<file path="src/hdl/msp_pkg.sv">
// Shared types, constants and sine table for the multichannel spread panner.
package msp_pkg;

    localparam int MAX_OUTPUTS      = 8;
    localparam int SINE_TABLE_DEPTH = 1024;
    localparam int QUARTER          = SINE_TABLE_DEPTH / 4;
    localparam int HALF             = SINE_TABLE_DEPTH / 2;
    localparam int HB               = $clog2(HALF);
    localparam int KW               = HB + 1;
    localparam int LW               = $clog2(QUARTER + 1);
    localparam int NW               = $clog2(MAX_OUTPUTS + 1);
    localparam int JW               = $clog2(MAX_OUTPUTS);
    localparam int NH_W             = 11 + HB;
    localparam int CW               = 16 + KW;
    localparam int SUM_W            = 41;
    localparam int BASE_W           = ((33 + NW) > 39 ? (33 + NW) : 39) + 1;
    localparam int HB_W             = BASE_W - 32;
    localparam int QUEUE_DEPTH      = 4;
    localparam int QAW              = $clog2(QUEUE_DEPTH);
    localparam int SPREAD_MIN       = 26;

    localparam logic signed [62:0] INV_TWO_PI_Q32 = 63'sd683565276;
    localparam logic [63:0]        HALF_PI_Q30    = 64'd1686629713;
    localparam logic [63:0]        ONE_Q30        = 64'd1 << 30;

    typedef enum logic [2:0] {
        REG_NUM_OUTPUTS = 3'd0,
        REG_OPEN_LAYOUT = 3'd1,
        REG_ANGLE_RAD   = 3'd2,
        REG_OFFSET      = 3'd3
    } cfg_reg_t;

    typedef struct packed {
        logic signed [23:0] sample_in;
        logic signed [15:0] gain;
        logic signed [31:0] position;
        logic signed [15:0] spread;
    } msp_in_t;

    typedef struct packed {
        logic signed [23:0] sample_out;
        logic [2:0]         output_index;
        logic               last;
    } msp_out_t;

    typedef struct packed {
        logic signed [23:0] smp;
        logic signed [15:0] g;
        logic [14:0]        s;
        logic [NW-1:0]      n;
        logic [JW-1:0]      r0;
        logic [31:0]        low;
    } msp_job_t;

    typedef struct packed {
        logic               last;
        logic [JW-1:0]      j;
        logic signed [23:0] smp;
        logic signed [15:0] g;
        logic               inr;
    } msp_tag_t;

    typedef logic [30:0] sine_lut_t [0:QUARTER];

    function automatic sine_lut_t build_sine_lut();
        sine_lut_t   lut;
        logic [63:0] u;
        logic [63:0] th;
        logic [63:0] t2;
        logic [63:0] r;
        for (int k = 0; k <= QUARTER; k++)
        begin
            u  = (64'(k) << 30) / 64'(QUARTER);
            th = (u * HALF_PI_Q30) >> 30;
            t2 = (th * th) >> 30;
            r  = ONE_Q30 - t2 / 64'd156;
            r  = ONE_Q30 - ((t2 * r) >> 30) / 64'd110;
            r  = ONE_Q30 - ((t2 * r) >> 30) / 64'd72;
            r  = ONE_Q30 - ((t2 * r) >> 30) / 64'd42;
            r  = ONE_Q30 - ((t2 * r) >> 30) / 64'd20;
            r  = ONE_Q30 - ((t2 * r) >> 30) / 64'd6;
            r  = (th * r) >> 30;
            lut[k] = (r > ONE_Q30) ? 31'(ONE_Q30) : 31'(r);
        end
        return lut;
    endfunction

    localparam sine_lut_t SINE_LUT = build_sine_lut();

endpackage

</file>
<file path="src/hdl/msp_queue.sv">
// Short job queue between the front end and the output engine.
module msp_queue
    import msp_pkg::*;
(
    input  logic     clk,
    input  logic     rst_n,
    input  logic     push_valid,
    output logic     push_ready,
    input  msp_job_t push_data,
    output logic     pop_valid,
    input  logic     pop_ready,
    output msp_job_t pop_data
);

    msp_job_t     mem [QUEUE_DEPTH];
    logic [QAW-1:0] wr_reg, rd_reg;
    logic [QAW:0]   count_reg;
    logic           push, pop;

    assign push_ready = (count_reg != (QAW+1)'(QUEUE_DEPTH));
    assign pop_valid  = (count_reg != '0);
    assign push       = push_valid && push_ready;
    assign pop        = pop_valid && pop_ready;
    assign pop_data   = mem[rd_reg];

    always_ff @(posedge clk)
    begin
        if (push)
            mem[wr_reg] <= push_data;
    end

    always_ff @(posedge clk or negedge rst_n)
    begin
        if (!rst_n)
        begin
            wr_reg    <= '0;
            rd_reg    <= '0;
            count_reg <= '0;
        end
        else
        begin
            if (push)
                wr_reg <= wr_reg + 1'b1;
            if (pop)
                rd_reg <= rd_reg + 1'b1;
            if (push && !pop)
                count_reg <= count_reg + 1'b1;
            else if (pop && !push)
                count_reg <= count_reg - 1'b1;
        end
    end

endmodule

</file>
<file path="config.mk">
export PLATFORM = sky130hd
export DESIGN_NAME = msp_queue
export DESIGN_NICKNAME = d
export VERILOG_FILES = /design/src/hdl/msp_pkg.sv /design/src/hdl/msp_queue.sv
export SDC_FILE = /design/constraint.sdc
export NUM_CORES = 1
export LEC_CHECK = 0
export BUFFER_PORTS_ARGS = -buffer_cell sky130_fd_sc_hd__buf_2
export CORE_ASPECT_RATIO = 0.9
export CORE_MARGIN = 10
export CORE_UTILIZATION = 50
export CTS_BUF_LIST = sky130_fd_sc_hd__clkbuf_8
export CTS_CLUSTER_SIZE = 40
export DETAILED_ROUTE_END_ITERATION = 7
export PLACE_DENSITY = 0.79
export SETUP_SLACK_MARGIN = 0.2
export SLEW_MARGIN = 20
export SYNTH_ARGS = -nofsm -noshare
export SYNTH_HDL_FRONTEND = slang
export SYNTH_SLANG_ARGS = --single-unit
</file>
<file path="constraint.sdc">
create_clock -name clk -period 9.2 [get_ports clk]
set_clock_uncertainty 0.05 [all_clocks]
set_input_delay 1.84 -clock clk [delete_from_list [all_inputs] [get_ports clk]]
set_output_delay 1.84 -clock clk [all_outputs]
set_load 0.01 [all_outputs]
</file>
==> flow_metrics.py <==
metrics = {
    "sta": {
        "worstMarginPinSlew_ns": 1.064,
        "slew_headroom_pct": 29.08,
        "fin_crit_sh_pct": 51.11,
        "post-route-min-period_ns": 4.702,
        "drv_slew": 0,
        "hold_ws_ns": 0.5113,
        "setup-violations-final": 0,
        "rsz0062_at_grt": "no",
        "fin_tns_setup_ns": 0,
        "max_freq_ghz": 0.2127,
        "hold_violations": 0,
    },
    "min_path": {
        "hold_depth": 1,
        "min_path_type": "flop to flop",
        "min-delay-start": "count_reg[2]$_DFFE_PN0P_",
        "whs_endpoint": "count_reg[2]$_DFFE_PN0P_",
    },
    "logic_synthesis": {
        "yosys_warnings": 0,
        "syn_area_sq_um": 14010,
        "synthCells": 527,
        "yosysTopAreaCell": "edfxtp_1",
        "synth_seq_cells": 383,
        "syn_nets": 631,
        "synth_cell_types": 21,
        "ys_seq_area_share_pct": 81.84,
        "synth_top_area_share_pct": 80.59,
        "postSynthAreaPerCell_sq_um": 26.58,
        "yosys-top-cells-area": "edfxtp_1 (81%), mux4_2 (15%), dfrtp_1 (1.3%), buf_12 (0.57%), ha_1 (0.45%)",
    },
    "clock_network": {
        "cts_setup_buffers": 0,
        "clk_latency_ns": 0.56,
        "cts_resized": 0,
        "cts_hold_buf": 0,
        "tritoncts": "done",
        "cts.clk_slew.worst_paths_ns": 0.06,
        "clockBufferDepth": 3,
        "cts_sinks": 383,
        "root_buffer": "clkbuf_8",
        "numCtsBuffers": 56,
        "h-tree-depth": 2,
    },
    "layout": {
        "drive_above_1_share_pct": 45.84,
        "largest_register_ffs": 376,
        "syn2layout_area_growth_pct": 16.53,
        "nets": 867,
    },
    "run": {
        "cap_violations": 0,
    },
    "floorplan": {
        "die_h_um": 178.8,
        "core_area_sq_um": 27790,
        "num_rows": 58,
        "die_area_sq_um": 35120,
        "initial_utilization_pct": 50.41,
        "die_w_um": 196.4,
        "num_io_pins": 194,
    },
    "global_routing": {
        "antenna_found_initial": 4,
        "grt_pass1_wl_um": 41370,
        "grt_pass1_vias": 7076,
        "grt_usage_pct": 15.36,
        "grt_overflow": 0,
        "grt_max_degree": 72,
    },
    "critical_path": {
        "reg2reg_setup_slack_ns": 6.37,
        "cp_data_required_time_ns": 7.31,
        "rr_endpoint": "mem[2][43]$_DFFE_PP_",
        "worstRegToRegCells": 4,
        "worstReg2RegStart": "count_reg[0]$_DFFE_PN0P_",
        "critPathKind": "flop to primary output",
        "cp-start-kind": "flop",
        "crit_arrival_ns": 2.81,
        "cp_max_fo": 71,
        "endpoint_kind": "primary output",
    },
    "routing": {
        "vias": 6320,
        "first_pass_iters": 4,
        "viasPerCell": 5.416,
        "wl_um": 26990,
        "drc": 0,
        "wire_per_inst_um": 23.13,
        "ant_nets": 0,
        "drtIter0Drc": 335,
    },
    "place": {
        "place_congestion": 0.6913,
        "hpwl_um": 16220,
        "io_buffers": 193,
    },
    "power_and_ir_drop": {
        "cellPowerDensity_nw_per_um2": 316.0,
        "peakVddDrop_mv": 0.1931,
        "power_w": 0.005158,
        "p_leak_nw": 5.637,
    },
    "run_status": {
        "status": "complete, no violations",
    },
}
layout make-up:
class                   instances  area (sq um)
flip-flops and latches        383         11470
fillers                      2008         11470
multi-input cells             119          2347
repair buffers                200          1018
clock buffers                  57         784.5
well taps                     360         450.4
clock inverters                43         235.2
inverters                       3         11.26
diodes                          2         5.005
cell usage in the layout, fill, tap and decap left out, types with 4 or more instances in the layout:
cell and n:
and2_4 4, buf_2 193, buf_4 7, clkbuf_8 57
clkinv_1 11, clkinv_2 4, dfrtp_1 5, edfxtp_1 376
ha_1 5, inv_1 26, mux4_2 94, xnor2_1 4
how the worst max path moves through the flow:
stage,startpoint,endpoint,slack [ns]
3_3_place_gp,push_valid,mem[0][47]$_DFFE_PP_,4.99
6_report,rd_reg[1]$_DFFE_PN0P_,pop_data[40],4.50
3_5_place_dp,push_valid,mem[2][10]$_DFFE_PP_,4.90
5_1_grt,rd_reg[1]$_DFFE_PN0P_,pop_data[54],4.33
4_1_cts,rd_reg[1]$_DFFE_PN0P_,pop_data[54],4.41
2_1_floorplan,push_valid,mem[0][0]$_DFFE_PP_,4.36
cells in the mapped netlist:
master / number
ha_1: 5
mux4_2: 94
buf_6: 1
nand3_1: 1
edfxtp_1: 376
fa_1: 1
or3_1: 1
a21boi_2: 1
nor2_1: 2
clkbuf_1: 3
inv_1: 3
mux2_2: 2
and2_1: 4
dfrtp_1: 7
xor2_1: 2
buf_8: 1
buf_12: 4
xnor2_1: 4
buf_4: 5
buf_2: 8
nand2_1: 2
cells by family (layout without fill, tap and decap cells):
logic type	after synthesis	after routing	synth area share, %
AOI/OAI and AO/OA	1	1	0.08037
xor gates and xnor gates	6	6	0.3751
adders and majority gates	6	6	0.5894
buffers and inverters	25	303	1.474
DFF	383	383	81.84
muxes	96	96	15.27
other	0	2	0
and+or+nand+nor	10	10	0.3662
metrics by stage:
| step | setup slack, ns | area, sq um | std cells | utilization, % |
|---|---|---|---|---|
| CTS | 4.412 | 16320 | 1165 | 58.72 |
| detailed placement | 4.897 | 15300 | 1065 | 55.05 |
| finish | 4.498 | 16330 | 1167 | 58.74 |
| global route | 4.333 | 16330 | 1167 | 58.74 |
| floorplan | 4.363 | 14010 | 527 | - |
| global placement | 4.987 | 15300 | 1065 | 55.05 |
metal layers:
layer	part of all wire, %	GRT usage (%)
met4	1.5	4.514
met2	49	24.09
met5	0.14	0
met3	7.1	4.262
met1	43	20.80
critical path, stage by stage, from the launching register on:
cell	delay, ns
dfrtp_4	0.67
buf_4	0.82
mux4_2	0.46
buf_2	0.17
power breakdown:
group,switching (W),total [W],leakage [nW],internal [W]
Clock,0.000593,0.00122,0.604,0.000632
Combinational,0.000833,0.00152,1.51,0.000682
Sequential,0.000106,0.00242,3.52,0.00231
Total,0.00153,0.00516,5.64,0.00363
No activity file was read; power rests on OpenSTA's default activity.
