===== config.mk =====
export PLATFORM = sky130hd
export DESIGN_NAME = msp_front
export DESIGN_NICKNAME = d
export VERILOG_FILES = /design/src/hdl/msp_pkg.sv /design/src/hdl/msp_front.sv
export SDC_FILE = /design/constraint.sdc
export NUM_CORES = 2
export LEC_CHECK = 0
export BUFFER_PORTS_ARGS = -buffer_cell sky130_fd_sc_hd__buf_4
export CAP_MARGIN = 20
export CORE_MARGIN = 1
export CORE_UTILIZATION = 29
export CTS_CLUSTER_SIZE = 20
export DETAILED_ROUTE_END_ITERATION = 7
export PLACE_DENSITY = 0.45
export SLEW_MARGIN = 5
export SYNTH_ARGS = -nofsm -noshare
export SYNTH_HDL_FRONTEND = slang
export SYNTH_SLANG_ARGS = --single-unit

===== constraint.sdc =====
create_clock -name clk -period 18.45 [get_ports clk]
set_clock_uncertainty 0.05 [all_clocks]
set_input_delay 2.7675 -clock clk [delete_from_list [all_inputs] [get_ports clk]]
set_output_delay 2.7675 -clock clk [all_outputs]
set_load 0.005 [all_outputs]

===== src/hdl/msp_pkg.sv =====
// Shared types, constants and sine table for the multichannel spread panner.
package msp_pkg;

    localparam int MAX_OUTPUTS      = 8;
    localparam int SINE_TABLE_DEPTH = 1024;
    localparam int QUARTER          = SINE_TABLE_DEPTH / 4;
    localparam int HALF             = SINE_TABLE_DEPTH / 2;
    localparam int HB               = $clog2(HALF);
    localparam int KW               = HB + 1;
    localparam int LW               = $clog2(QUARTER + 1);
    localparam int NW               = $clog2(MAX_OUTPUTS + 1);
    localparam int JW               = $clog2(MAX_OUTPUTS);
    localparam int NH_W             = 11 + HB;
    localparam int CW               = 16 + KW;
    localparam int SUM_W            = 41;
    localparam int BASE_W           = ((33 + NW) > 39 ? (33 + NW) : 39) + 1;
    localparam int HB_W             = BASE_W - 32;
    localparam int QUEUE_DEPTH      = 4;
    localparam int QAW              = $clog2(QUEUE_DEPTH);
    localparam int SPREAD_MIN       = 26;

    localparam logic signed [62:0] INV_TWO_PI_Q32 = 63'sd683565276;
    localparam logic [63:0]        HALF_PI_Q30    = 64'd1686629713;
    localparam logic [63:0]        ONE_Q30        = 64'd1 << 30;

    typedef enum logic [2:0] {
        REG_NUM_OUTPUTS = 3'd0,
        REG_OPEN_LAYOUT = 3'd1,
        REG_ANGLE_RAD   = 3'd2,
        REG_OFFSET      = 3'd3
    } cfg_reg_t;

    typedef struct packed {
        logic signed [23:0] sample_in;
        logic signed [15:0] gain;
        logic signed [31:0] position;
        logic signed [15:0] spread;
    } msp_in_t;

    typedef struct packed {
        logic signed [23:0] sample_out;
        logic [2:0]         output_index;
        logic               last;
    } msp_out_t;

    typedef struct packed {
        logic signed [23:0] smp;
        logic signed [15:0] g;
        logic [14:0]        s;
        logic [NW-1:0]      n;
        logic [JW-1:0]      r0;
        logic [31:0]        low;
    } msp_job_t;

    typedef struct packed {
        logic               last;
        logic [JW-1:0]      j;
        logic signed [23:0] smp;
        logic signed [15:0] g;
        logic               inr;
    } msp_tag_t;

    typedef logic [30:0] sine_lut_t [0:QUARTER];

    function automatic sine_lut_t build_sine_lut();
        sine_lut_t   lut;
        logic [63:0] u;
        logic [63:0] th;
        logic [63:0] t2;
        logic [63:0] r;
        for (int k = 0; k <= QUARTER; k++)
        begin
            u  = (64'(k) << 30) / 64'(QUARTER);
            th = (u * HALF_PI_Q30) >> 30;
            t2 = (th * th) >> 30;
            r  = ONE_Q30 - t2 / 64'd156;
            r  = ONE_Q30 - ((t2 * r) >> 30) / 64'd110;
            r  = ONE_Q30 - ((t2 * r) >> 30) / 64'd72;
            r  = ONE_Q30 - ((t2 * r) >> 30) / 64'd42;
            r  = ONE_Q30 - ((t2 * r) >> 30) / 64'd20;
            r  = ONE_Q30 - ((t2 * r) >> 30) / 64'd6;
            r  = (th * r) >> 30;
            lut[k] = (r > ONE_Q30) ? 31'(ONE_Q30) : 31'(r);
        end
        return lut;
    endfunction

    localparam sine_lut_t SINE_LUT = build_sine_lut();

endpackage


===== src/hdl/msp_front.sv =====
// Front end: configuration registers, position wrap and per-item job setup.
module msp_front
    import msp_pkg::*;
(
    input  logic        clk,
    input  logic        rst_n,
    input  logic        in_valid,
    output logic        in_ready,
    input  msp_in_t     in_data,
    input  logic        cfg_we,
    input  logic [2:0]  cfg_index,
    input  logic [15:0] cfg_wdata,
    output logic        job_valid,
    input  logic        job_ready,
    output msp_job_t    job
);

    logic [3:0]  num_outputs_reg;
    logic        open_reg;
    logic        rad_reg;
    logic [15:0] offset_reg;

    always_ff @(posedge clk or negedge rst_n)
    begin
        if (!rst_n)
        begin
            num_outputs_reg <= 4'd2;
            open_reg        <= 1'b0;
            rad_reg         <= 1'b0;
            offset_reg      <= 16'd0;
        end
        else if (cfg_we)
        begin
            case (cfg_index)
                REG_NUM_OUTPUTS: num_outputs_reg <= cfg_wdata[3:0];
                REG_OPEN_LAYOUT: open_reg        <= cfg_wdata[0];
                REG_ANGLE_RAD:   rad_reg         <= cfg_wdata[0];
                REG_OFFSET:      offset_reg      <= cfg_wdata;
                default:         ;
            endcase
        end
    end

    // stage 1
    logic                f1_valid_reg;
    logic signed [23:0]  f1_smp_reg;
    logic signed [15:0]  f1_g_reg;
    logic signed [31:0]  f1_pos_reg;
    logic signed [62:0]  f1_prod_reg;
    logic [14:0]         f1_s_reg;
    logic [NW-1:0]       f1_n_reg;
    logic [NW-1:0]       f1_m_reg;
    logic                f1_rad_reg;
    logic [15:0]         f1_off_reg;
    // stage 2
    logic                f2_valid_reg;
    logic signed [23:0]  f2_smp_reg;
    logic signed [15:0]  f2_g_reg;
    logic [14:0]         f2_s_reg;
    logic [NW-1:0]       f2_n_reg;
    logic [31:0]         f2_low_reg;
    logic [HB_W-1:0]     f2_hb_reg;
    // stage 3
    logic                f3_valid_reg;
    logic signed [23:0]  f3_smp_reg;
    logic signed [15:0]  f3_g_reg;
    logic [14:0]         f3_s_reg;
    logic [NW-1:0]       f3_n_reg;
    logic [31:0]         f3_low_reg;
    logic [HB_W-1:0]     f3_hb_reg;

    logic f1_free, f2_free, f3_free;

    assign f3_free  = !f3_valid_reg || job_ready;
    assign f2_free  = !f2_valid_reg || f3_free;
    assign f1_free  = !f1_valid_reg || f2_free;
    assign in_ready = f1_free;

    logic [NW-1:0]      n_c;
    logic [14:0]        s_c;
    logic signed [62:0] prod_c;

    always_comb
    begin
        if (num_outputs_reg < 4'd2)
            n_c = NW'(2);
        else if (int'(num_outputs_reg) > MAX_OUTPUTS)
            n_c = NW'(MAX_OUTPUTS);
        else
            n_c = NW'(num_outputs_reg);
        if (in_data.spread < 16'sd26)
            s_c = 15'(SPREAD_MIN);
        else
            s_c = in_data.spread[14:0];
        prod_c = 63'(in_data.position) * INV_TWO_PI_Q32;
    end

    logic               neg_c;
    logic [62:0]        mag_c;
    logic [62:0]        rnd_c;
    logic signed [48:0] t_c;
    logic signed [48:0] tw_c;
    logic [32:0]        w_c;
    logic [BASE_W-1:0]  base_c;

    always_comb
    begin
        neg_c = f1_prod_reg[62];
        mag_c = neg_c ? 63'(-f1_prod_reg) : 63'(f1_prod_reg);
        rnd_c = (mag_c + (63'd1 << 15)) >> 16;
        if (f1_rad_reg)
            t_c = neg_c ? -$signed(49'(rnd_c)) : $signed(49'(rnd_c));
        else
            t_c = $signed({f1_pos_reg[31], f1_pos_reg, 16'd0});
        tw_c = t_c - $signed(49'({f1_off_reg, 16'd0}));
        if (tw_c[31:0] == 32'd0 && !tw_c[48] && tw_c != 49'sd0)
            w_c = 33'h1_0000_0000;
        else
            w_c = {1'b0, tw_c[31:0]};
        base_c = BASE_W'(w_c) * BASE_W'(f1_m_reg) + BASE_W'({f1_s_reg, 24'd0});
    end

    logic [NW:0] rem_c;

    always_comb
    begin
        rem_c = '0;
        for (int i = HB_W - 1; i >= 0; i--)
        begin
            rem_c = {rem_c[NW-1:0], f3_hb_reg[i]};
            if (rem_c >= {1'b0, f3_n_reg})
                rem_c = rem_c - {1'b0, f3_n_reg};
        end
    end

    always_ff @(posedge clk or negedge rst_n)
    begin
        if (!rst_n)
        begin
            f1_valid_reg <= 1'b0;
            f2_valid_reg <= 1'b0;
            f3_valid_reg <= 1'b0;
        end
        else
        begin
            if (f1_free)
                f1_valid_reg <= in_valid;
            if (f2_free)
                f2_valid_reg <= f1_valid_reg;
            if (f3_free)
                f3_valid_reg <= f2_valid_reg;
        end
    end

    always_ff @(posedge clk)
    begin
        if (f1_free && in_valid)
        begin
            f1_smp_reg  <= in_data.sample_in;
            f1_g_reg    <= in_data.gain;
            f1_pos_reg  <= in_data.position;
            f1_prod_reg <= prod_c;
            f1_s_reg    <= s_c;
            f1_n_reg    <= n_c;
            f1_m_reg    <= n_c - NW'(open_reg);
            f1_rad_reg  <= rad_reg;
            f1_off_reg  <= offset_reg;
        end
        if (f2_free && f1_valid_reg)
        begin
            f2_smp_reg <= f1_smp_reg;
            f2_g_reg   <= f1_g_reg;
            f2_s_reg   <= f1_s_reg;
            f2_n_reg   <= f1_n_reg;
            f2_low_reg <= base_c[31:0];
            f2_hb_reg  <= base_c[BASE_W-1:32];
        end
        if (f3_free && f2_valid_reg)
        begin
            f3_smp_reg <= f2_smp_reg;
            f3_g_reg   <= f2_g_reg;
            f3_s_reg   <= f2_s_reg;
            f3_n_reg   <= f2_n_reg;
            f3_low_reg <= f2_low_reg;
            f3_hb_reg  <= f2_hb_reg;
        end
    end

    assign job_valid = f3_valid_reg;
    assign job.smp   = f3_smp_reg;
    assign job.g     = f3_g_reg;
    assign job.s     = f3_s_reg;
    assign job.n     = f3_n_reg;
    assign job.r0    = rem_c[JW-1:0];
    assign job.low   = f3_low_reg;

endmodule


==> metrics.yaml <==
run_status:
  status: "complete, no violations"
floorplan:
  coreArea_mm2: 0.1421
  row_count: 138
  die_h_um: 381.2
  floorplan.initialDensity_pct: 29.35
  fp.dieArea_mm2: 0.1453
  die_x_um: 381.2
  io_pins: 208
place:
  dp_hpwl_um: 88380
  port_buffers: 207
  place.gp.congestion: 0.8228
clock_network:
  root_buffer: "clkbuf_16"
  cts_resized: 0
  cts.sink_count: 395
  cts_buffer_depth: 3
  tritoncts: "yes"
  clk_latency_ns: 0.56
  cts_buffers: 41
  hold_buffers: 0
  path_clk_slew_ns: 0.06
  cts_setup_buffers: 0
  h-tree-depth: 2
logic_synthesis:
  synth-edff-count: 370
  synth_top_area_share_pct: 26.64
  synth-seq-area-share_pct: 28.14
  netlist_area_mm2: 0.04170
  yosysTopAreaCell: "edfxtp_1"
  ys.flop_type: "edfxtp_1"
  synthArstFlopShare_pct: 6.329
  ys_warn_count: 0
  yosys.cell_types.count: 111
  avgSynthCellArea_um2: 10.76
  syn_inst: 3877
  syn-num-nets: 4916
  synth_seq_cells: 395
  netlist_top_cells_area: "edfxtp_1, fa_1, ha_1"
setup_path:
  cpPeakStageDelay_ns: 0.75
  cp_common_cell: "o21ai_0"
  start_kind: "register"
  worstPathArrival_ns: 13.30
  reg2regPathDepth: 40
  path_max_fanout: 10
  critPathKind: "reg -> out"
  r2r_end: "f2_hb_reg[6]"
  rr_startpoint: "f1_prod_reg[62]"
  rrSetupSlack_ns: 5.75
  required_ns: 15.63
  cpMaxStageDelayCell: "edfxtp_1"
  end_kind: "primary output"
global_routing:
  track_usage_pct: 15.10
  antenna_found_initial: 0
  grt_max_degree: 67
  grt_pass1_vias: 28710
  grt_pass1_wl_um: 171300
  grt_overflow: 0
cells_and_area:
  final_net_count: 5095
  drive_gt1_share_pct: 9.307
  largest_reg_flops: 60
  area_delta_synth_final_pct: 11.78
  diodes: 0
  layout_common_cells: "inv_1, fa_1, ha_1"
  final_common_cell: "inv_1"
sta:
  clock.fmax_ghz: 0.06204
  period_share_pct: 87.36
  tightestPinTransition_ns: 1.047
  slew_headroom_pct: 29.65
  period_needed_ns: 16.12
  hold_viol: 0
  setup_viol: 0
  maxSlewViolCount: 0
  rsz0062_at_grt: "no"
  setup_tns_ns: 0
route:
  via_per_inst: 4.651
  drc: 0
  firstDrtPassIters: 8
  post_drt_wl_per_cell_um: 18.29
  ant_nets: 0
  drtIter0Drc: 1494
  num_vias: 27780
  wl_um: 109300
hold_path:
  hp-start: "f2_low_reg[9]"
  whs_endpoint: "f3_low_reg[9]"
  hp-class: "reg -> reg"
  hold-path-cell-count: 0
run:
  max-cap-violations: 0
## Yosys cell counts (58+ instances only)
cell	count
a21oi_1	154
and2_1	89
and3_1	58
clkbuf_1	68
edfxtp_1	370
fa_1	505
ha_1	422
inv_1	695
nand2_1	146
nand3_1	61
nor2_1	180
o21ai_0	132
xnor2_1	177
xor2_1	76
## cell families (layout without fill, tap and decap cells)
logic type	Yosys count	count (layout)	synth area share (%)
fa+ha+maj	929	929	36.95
simple gates	863	863	11.46
buf+inv	790	996	7.179
compound gates	585	585	9.369
flops	395	395	28.14
xor+xnor	253	253	5.313
mux	62	62	1.587
## worst max-delay path by stage
stage,cells past startpoint,from,slack (ns),endpoint
after floorplan,62,f3_n_reg[1],4.63,job[33]
after global placement,62,f3_n_reg[1],3.16,job[33]
after detailed placement,62,f3_n_reg[1],2.79,job[33]
after CTS,62,f3_n_reg[1],2.17,job[33]
after global routing,64,f3_n_reg[1],0.90,job[34]
final,62,f3_n_reg[1],2.33,job[34]
## critical path, delay by kind of cell, from the launching register on
| kind | cells | cell delay (ns) |
|---|---|---|
| compound gates | 25 | 5.31 |
| simple gates | 19 | 2.48 |
| fa+ha+maj | 8 | 2.43 |
| buf+inv | 8 | 1.07 |
| flops | 1 | 0.75 |
| mux | 2 | 0.69 |
## stage by stage
stage | utilization, % | cell area, µm² | hold WS, ns | setup slack [ns] | std cells
floorplan | - | 41710 | 0.3503 | 4.630 | 3877
global placement | 31.96 | 45420 | 0.3501 | 3.158 | 5903
detailed placement | 31.96 | 45420 | 0.3545 | 2.794 | 5903
CTS | 32.81 | 46620 | 0.3618 | 2.168 | 5973
global route | 32.81 | 46620 | 0.3618 | 0.9011 | 5973
finish | 32.81 | 46620 | 0.3595 | 2.332 | 5973
## final cells by class
cell class	instances	area, µm²
inverter	698	2620
tap	1890	2365
fill	14630	95490
clock inverter	17	125.1
sequential	395	11740
multi-input combinational	2692	26990
timing repair buffer	228	1712
clock buffer	53	1071
## layer usage
layer / up-vias / share of wire [%] / global-route usage (%)
li1: 13550 / - / -
met1: 13710 / 49 / 21.39
met2: 442 / 47 / 25.22
met3: 83 / 2.8 / 1.260
met4: 0 / 1.6 / 2.737
met5: - / 0 / 0
Power is not shown: default switching activity piles up to over one toggle a cycle in this logic, so the estimate is an artifact.
